==> src/rtl/malu_pkg.sv <==
// ----------------------------------------------------------------------------
// malu_pkg
// Shared types and codes for the MIPS-style ALU with control.
// ----------------------------------------------------------------------------
package malu_pkg;

    localparam int unsigned DataW  = 32;
    localparam int unsigned FunctW = 6;
    localparam int unsigned OpW    = 3;

    localparam logic [OpW-1:0] OP_ADD   = 3'd0;
    localparam logic [OpW-1:0] OP_SUB   = 3'd1;
    localparam logic [OpW-1:0] OP_NONE  = 3'd2;
    localparam logic [OpW-1:0] OP_AND   = 3'd3;
    localparam logic [OpW-1:0] OP_OR    = 3'd4;
    localparam logic [OpW-1:0] OP_SLT   = 3'd5;
    localparam logic [OpW-1:0] OP_SHL16 = 3'd6;
    localparam logic [OpW-1:0] OP_FUNCT = 3'd7;

    localparam logic [FunctW-1:0] FN_ADD   = 6'h20;
    localparam logic [FunctW-1:0] FN_SUB   = 6'h22;
    localparam logic [FunctW-1:0] FN_SLT   = 6'h2a;
    localparam logic [FunctW-1:0] FN_SLTU  = 6'h2b;
    localparam logic [FunctW-1:0] FN_AND   = 6'h24;
    localparam logic [FunctW-1:0] FN_OR    = 6'h25;
    localparam logic [FunctW-1:0] FN_SHL16 = 6'h06;

    localparam int unsigned ShiftAmt = 16;

    typedef enum logic [2:0] {
        ALU_ADD,
        ALU_SUB,
        ALU_SLT,
        ALU_SLTU,
        ALU_AND,
        ALU_OR,
        ALU_SHL16,
        ALU_NONE
    } alu_sel_t;

    typedef struct packed {
        alu_sel_t sel;
        logic     bad;
    } alu_ctrl_t;

endpackage

==> src/rtl/malu_ctrl.sv <==
// ----------------------------------------------------------------------------
// malu_ctrl
// ALU control decode: op class and funct field to an ALU operation select.
// ----------------------------------------------------------------------------
module malu_ctrl (
    input  logic [malu_pkg::OpW-1:0]    op_class,
    input  logic [malu_pkg::FunctW-1:0] func_code,
    output malu_pkg::alu_ctrl_t         ctrl
);
    import malu_pkg::*;

    alu_sel_t funct_sel;
    alu_sel_t sel;

    always_comb begin
        unique case (func_code)
            FN_ADD:   funct_sel = ALU_ADD;
            FN_SUB:   funct_sel = ALU_SUB;
            FN_SLT:   funct_sel = ALU_SLT;
            FN_SLTU:  funct_sel = ALU_SLTU;
            FN_AND:   funct_sel = ALU_AND;
            FN_OR:    funct_sel = ALU_OR;
            FN_SHL16: funct_sel = ALU_SHL16;
            default:  funct_sel = ALU_NONE;
        endcase
    end

    always_comb begin
        unique case (op_class)
            OP_ADD:   sel = ALU_ADD;
            OP_SUB:   sel = ALU_SUB;
            OP_NONE:  sel = ALU_NONE;
            OP_AND:   sel = ALU_AND;
            OP_OR:    sel = ALU_OR;
            OP_SLT:   sel = ALU_SLT;
            OP_SHL16: sel = ALU_SHL16;
            OP_FUNCT: sel = funct_sel;
            default:  sel = ALU_NONE;
        endcase
    end

    assign ctrl.sel = sel;
    assign ctrl.bad = (sel == ALU_NONE);

endmodule

==> src/rtl/malu_core.sv <==
// ----------------------------------------------------------------------------
// malu_core
// 32-bit ALU datapath: add, sub, slt, sltu, and, or, shift-left-by-16.
// ----------------------------------------------------------------------------
module malu_core (
    input  logic [malu_pkg::DataW-1:0] op_a,
    input  logic [malu_pkg::DataW-1:0] op_b,
    input  malu_pkg::alu_sel_t         sel,
    output logic [malu_pkg::DataW-1:0] result
);
    import malu_pkg::*;

    always_comb begin
        unique case (sel)
            ALU_ADD:   result = op_a + op_b;
            ALU_SUB:   result = op_a - op_b;
            ALU_SLT:   result = DataW'($signed(op_a) < $signed(op_b));
            ALU_SLTU:  result = DataW'(op_a < op_b);
            ALU_AND:   result = op_a & op_b;
            ALU_OR:    result = op_a | op_b;
            ALU_SHL16: result = op_b << ShiftAmt;
            default:   result = '0;
        endcase
    end

endmodule

==> src/rtl/mips_alu_with_control.sv <==
// ----------------------------------------------------------------------------
// mips_alu_with_control
// MIPS-style ALU with ALU-control decode, input and result registers.
//
//   channel | direction | handshake         | payload
//   s_      | in        | s_valid / s_ready | reg_a reg_b imm_ext func_code
//           |           |                   | op_class use_imm
//   m_      | out       | m_valid / m_ready | alu_out is_zero unsupported
//
// One item per cycle sustained while m_ready is high; an input transfer passes
// through the input register, then the result register, before the result is valid.
// Reset clears both stage valid bits; payload registers are not reset.
// A stalled result holds; the input stage still advances into a free result
// register, and s_ready drops only when both stages are full and m_ready is low.
// ----------------------------------------------------------------------------
module mips_alu_with_control (
    input  logic                        aclk,
    input  logic                        aresetn,
    input  logic                        s_valid,
    output logic                        s_ready,
    input  logic [malu_pkg::DataW-1:0]  s_reg_a,
    input  logic [malu_pkg::DataW-1:0]  s_reg_b,
    input  logic [malu_pkg::DataW-1:0]  s_imm_ext,
    input  logic [malu_pkg::FunctW-1:0] s_func_code,
    input  logic [malu_pkg::OpW-1:0]    s_op_class,
    input  logic                        s_use_imm,
    output logic                        m_valid,
    input  logic                        m_ready,
    output logic [malu_pkg::DataW-1:0]  m_alu_out,
    output logic                        m_is_zero,
    output logic                        m_unsupported
);
    import malu_pkg::*;

    logic              in_valid_reg;
    logic [DataW-1:0]  reg_a_reg;
    logic [DataW-1:0]  op_b_reg;
    logic [FunctW-1:0] func_code_reg;
    logic [OpW-1:0]    op_class_reg;

    logic              out_valid_reg;
    logic [DataW-1:0]  alu_out_reg;
    logic              unsupported_reg;

    logic              out_free;
    logic              in_free;
    alu_ctrl_t         ctrl;
    logic [DataW-1:0]  core_result;
    logic [DataW-1:0]  alu_out_next;

    assign out_free = !out_valid_reg || m_ready;
    assign in_free  = !in_valid_reg || out_free;
    assign s_ready  = in_free;

    always_ff @(posedge aclk) begin
        if (!aresetn) begin
            in_valid_reg <= 1'b0;
        end else if (in_free) begin
            in_valid_reg <= s_valid;
        end
    end

    always_ff @(posedge aclk) begin
        if (in_free && s_valid) begin
            reg_a_reg     <= s_reg_a;
            op_b_reg      <= s_use_imm ? s_imm_ext : s_reg_b;
            func_code_reg <= s_func_code;
            op_class_reg  <= s_op_class;
        end
    end

    malu_ctrl u_ctrl (
        .op_class  (op_class_reg),
        .func_code (func_code_reg),
        .ctrl      (ctrl)
    );

    malu_core u_core (
        .op_a   (reg_a_reg),
        .op_b   (op_b_reg),
        .sel    (ctrl.sel),
        .result (core_result)
    );

    assign alu_out_next = ctrl.bad ? '0 : core_result;

    always_ff @(posedge aclk) begin
        if (!aresetn) begin
            out_valid_reg <= 1'b0;
        end else if (out_free) begin
            out_valid_reg <= in_valid_reg;
        end
    end

    always_ff @(posedge aclk) begin
        if (out_free && in_valid_reg) begin
            alu_out_reg     <= alu_out_next;
            unsupported_reg <= ctrl.bad;
        end
    end

    assign m_valid       = out_valid_reg;
    assign m_alu_out     = alu_out_reg;
    assign m_is_zero     = (alu_out_reg == '0);
    assign m_unsupported = unsupported_reg;

endmodule

==> config.mk <==
export PLATFORM = sky130hd
export DESIGN_NAME = mips_alu_with_control
export DESIGN_NICKNAME = d
export VERILOG_FILES = /design/src/rtl/malu_pkg.sv /design/src/rtl/malu_ctrl.sv /design/src/rtl/malu_core.sv /design/src/rtl/mips_alu_with_control.sv
export SDC_FILE = /design/constraint.sdc
export NUM_CORES = 1
export LEC_CHECK = 0
export BUFFER_PORTS_ARGS = -buffer_cell sky130_fd_sc_hd__buf_4
export CAP_MARGIN = 20
export CORE_ASPECT_RATIO = 1.25
export CORE_MARGIN = 1.5
export CORE_UTILIZATION = 25
export CTS_CLUSTER_SIZE = 16
export DETAILED_ROUTE_END_ITERATION = 6
export GPL_ROUTABILITY_DRIVEN = 0
export PLACE_DENSITY = 0.45
export SYNTH_ARGS = -nofsm -noshare
export SYNTH_HDL_FRONTEND = slang
export SYNTH_HIERARCHICAL = 1
export SYNTH_SLANG_ARGS = --single-unit
export TNS_END_PERCENT = 30
==> constraint.sdc <==
create_clock -name aclk -period 4.1 [get_ports aclk]
set_clock_uncertainty 0.1 [all_clocks]
set_input_delay 0.82 -clock aclk [delete_from_list [all_inputs] [get_ports aclk]]
set_output_delay 0.82 -clock aclk [all_outputs]
set_load 0.01 [all_outputs]
==> results.txt <==
----------------------------------------------------
[Status]
  Result of the run ... completed

[Yosys]
  Number of synthesized flops with an enable pin ... 106
  Cell types with the largest area share after synthesis ... sky130_fd_sc_hd__edfxtp_1, sky130_fd_sc_hd__ha_1, sky130_fd_sc_hd__mux2_4
  Synth area leader ... sky130_fd_sc_hd__edfxtp_1
  Share of synthesized area occupied by flip-flops and latches ... 0.343
  Number of storage elements in the synthesis netlist ... 108
  Proportion of register bits with asynchronous set or reset after synthesis ... 0
  Syn. warnings ... 6
  Synth Area per Inst ... 9.53 µm²
  Netlist area before placement ... 9390 µm²
  Ys flop type ... sky130_fd_sc_hd__edfxtp_1
  Distinct cell type count after synthesis ... 96
  Synthesized netlist net count ... about 1.2k
  Post-synthesis instance total ... 985
  Share of the synthesized area in the top cell type ... 0.339

[STA]
  Highest clock rate ... roughly 0.26 GHz
  Relative slew slack ... 0.510
  Setup repair after global routing missed its margin ... no
  Fin. max-slew vios ... 0
  Tmin final ... about 3.8 ns
  Transition time of the tightest slew-check pin ... around 0.73 ns
  Number of endpoints failing setup at the final stage ... 0
  Final hold violation count ... 0
  Total negative slack for setup checks ... 0 ns
  Fraction of the cycle the final worst path needs ... 0.924

[Worst setup path]
  Startpoint class of the critical path ... flop
  Category of the critical setup timing path ... reg2reg
  Setup slack of the most critical reg-to-reg path ... 0.31 ns
  Worst R2R End ... m_alu_out[23]$_SDFFCE_PP0P_
  R2R cell count ... 13
  Worst r2r src ... op_b_reg[1]$_DFFE_PP_
  Kind of capture point of the worst setup path ... flop
  Data arrival time of the critical path ... ~3.8 ns
  Data required time at the worst endpoint ... ~4.2 ns
  Max Fanout on Critical Path ... 5

[Global route]
  Wire length of the first global-routing pass ... approximately 45000 µm
  Gr usage total ... 0.154
  Antenna violations before repair ... 0
  Overflow left after global routing ... 0
  Pin count of the biggest net entering global routing ... 84
  Vias in the first global route ... ~7.6k

[Floorplan]
  I/O pin cnt ... 146
  Starting density of the core ... 0.253
  Width of the chip ... roughly 180 µm
  Core Region ... 37200 µm²
  Cell Rows ... 79
  Height of the die ... between 200 and 250 µm
  Die Footprint ... 38700 µm²

[Worst hold path]
  Worst hold start ... in_valid_reg$_SDFFE_PN0P_
  Number of instances on the worst hold path ... 1
  Worst-case hold path end point ... m_valid$_SDFFE_PN0P_
  Type of the worst min-delay path ... reg2reg

[CTS]
  Cell at the root of the clock tree ... sky130_fd_sc_hd__clkbuf_16
  Total number of H-tree levels ... 3
  Setup Fix Bufs, Post-CTS ... 0
  Maximum buffer depth of the clock tree ... 2
  Clk_lat worst skew ... around 0.38 ns
  CTS buffer count ... 9
  Register clock-pin slew on the reported worst setup and hold paths ... 0.08 ns
  Sink Count ... 108
  CTS tree ... done

[Detailed routing]
  Vias per cell ... approximately 4.8
  Vias after detailed routing ... 7636
  DRC violation count after routing ... 0
  Post-Route WL ... 29300 µm
  Count of antenna-violating nets left after detailed routing ... 0
  Average routed wire per standard cell ... 18.3 µm
  DRC violation total after the first TritonRoute iteration ... 391
  Number of search-and-repair iterations in the first detailed-routing pass ... 5

[Placed design]
  HPWL after detailed placement ... roughly 23000 µm
  PortBufs ... 145
  Placed cell area ... 11000 µm²
  Number of cells in the design after placement ... 1589

[Final layout]
  Final nets ... between 1k and 1.5k
  Final Instance Count excl. Fillers ... approximately 1.6k
  # diodes ... 0
  Most common cell after layout, fill and taps aside ... sky130_fd_sc_hd__buf_4
  Leading cell types in the layout, fill and taps excluded ... sky130_fd_sc_hd__buf_4, sky130_fd_sc_hd__edfxtp_1, sky130_fd_sc_hd__ha_1, sky130_fd_sc_hd__inv_1, sky130_fd_sc_hd__nor2_1
  Final core occ ... 0.306
  Cell area after layout ... 11400 µm²
  Fillers ... 3985
  Area added between synthesis and finish ... 20.9%
  Share of final-layout standard cells stronger than drive strength 1 ... 0.264

[Pwr]
  Pwr Total ... 3.61 mW
  Power density normalized to cell area ... 318 nW/µm²
  Leak Pwr ... 4.81 nW
  VDD IR-drop max ... 0.000197 V

[Run]
  Number of violations of the max-capacitance limit ... 0

----------------------------------------------------
per-stage QoR:
stage	hold slack, ns	worst slack, ns
floorplan	0.377	0.719
global placement	0.397	0.322
detailed placement	0.398	0.289
CTS	0.414	0.257
global route	0.439	0.0747
finish	0.409	0.310
critical path, stage by stage (launching register included):
cell and delay, ns:
sky130_fd_sc_hd__edfxtp_1 0.54, sky130_fd_sc_hd__inv_1 0.11, sky130_fd_sc_hd__ha_1 0.33, sky130_fd_sc_hd__nor2_1 0.07
sky130_fd_sc_hd__o311ai_0 0.62, sky130_fd_sc_hd__o21ai_1 0.17, sky130_fd_sc_hd__o21bai_1 0.30, sky130_fd_sc_hd__a21oi_2 0.15
sky130_fd_sc_hd__o31ai_1 0.27, sky130_fd_sc_hd__buf_4 0.17, sky130_fd_sc_hd__a21oi_1 0.09, sky130_fd_sc_hd__xnor2_1 0.30
sky130_fd_sc_hd__o22ai_1 0.13, sky130_fd_sc_hd__and2b_2 0.20
per-layer routing:
layer	up-vias	share of wire	global-route usage
met5	-	0	0
li1	3792	-	-
met4	0	0.042	0.0819
met3	45	0.041	0.0200
met2	207	0.47	0.259
met1	3592	0.44	0.193
cell usage after synthesis (all sizes together), types with 12 or more instances:
master	count
o22ai	15
ha	100
edfxtp	106
nor4	18
buf	26
a211oi	29
nor2	90
inv	98
o21ai	60
a21oi	89
clkbuf	29
nand2	46
xnor2	23
and2b	24
nor3	12
mux2	36
nor2b	18
area by class of cell:
type	count	area [µm²]	share of cell area
well taps	486	608	0.0535
clock buffers	9	225	0.0198
clock inverters	7	97.6	0.00859
flip-flops and latches	108	3220	0.284
repair buffers	173	1320	0.117
multi-input cells	723	5510	0.485
inverters	99	372	0.0327
timing repair:
action                                  4_1_cts  5_1_grt
resized for setup                             0        1
hold buffers                                  0        0
endpoints found under the setup margin        0        1
endpoints found under the hold margin         0        0
report_power, final:
part / switching (mW) / internal [mW]
Sequential: 0.0692 / 1.31
Combinational: 0.697 / 0.538
Clock: 0.451 / 0.539
Total: 1.22 / 2.39
how the worst max path moves through the flow:
stage / startpoint / end / slack, ns / depth (start not counted)
2_1_floorplan: op_b_reg[0]$_DFFE_PP_ / m_alu_out[30]$_SDFFCE_PP0P_ / 0.72 / 13
3_3_place_gp: op_b_reg[0]$_DFFE_PP_ / m_alu_out[14]$_SDFFCE_PP0P_ / 0.32 / 13
3_5_place_dp: op_b_reg[0]$_DFFE_PP_ / m_alu_out[26]$_SDFFCE_PP0P_ / 0.29 / 13
4_1_cts: op_b_reg[0]$_DFFE_PP_ / m_alu_out[30]$_SDFFCE_PP0P_ / 0.26 / 13
5_1_grt: op_b_reg[0]$_DFFE_PP_ / m_alu_out[26]$_SDFFCE_PP0P_ / 0.07 / 13
6_report: op_b_reg[1]$_DFFE_PP_ / m_alu_out[23]$_SDFFCE_PP0P_ / 0.31 / 13
kinds of logic (layout without fill, tap and decap cells):
logic type      after synthesis  after routing  synth area share
simple gates                265            265             0.151
flops                       108            108             0.343
mux                          43             43            0.0630
xor+xnor                     28             28            0.0261
buf+inv                     154            288            0.0718
fa+ha+maj                   102            102             0.138
compound gates              285            285             0.207
No activity file was read; power rests on OpenSTA's default activity.
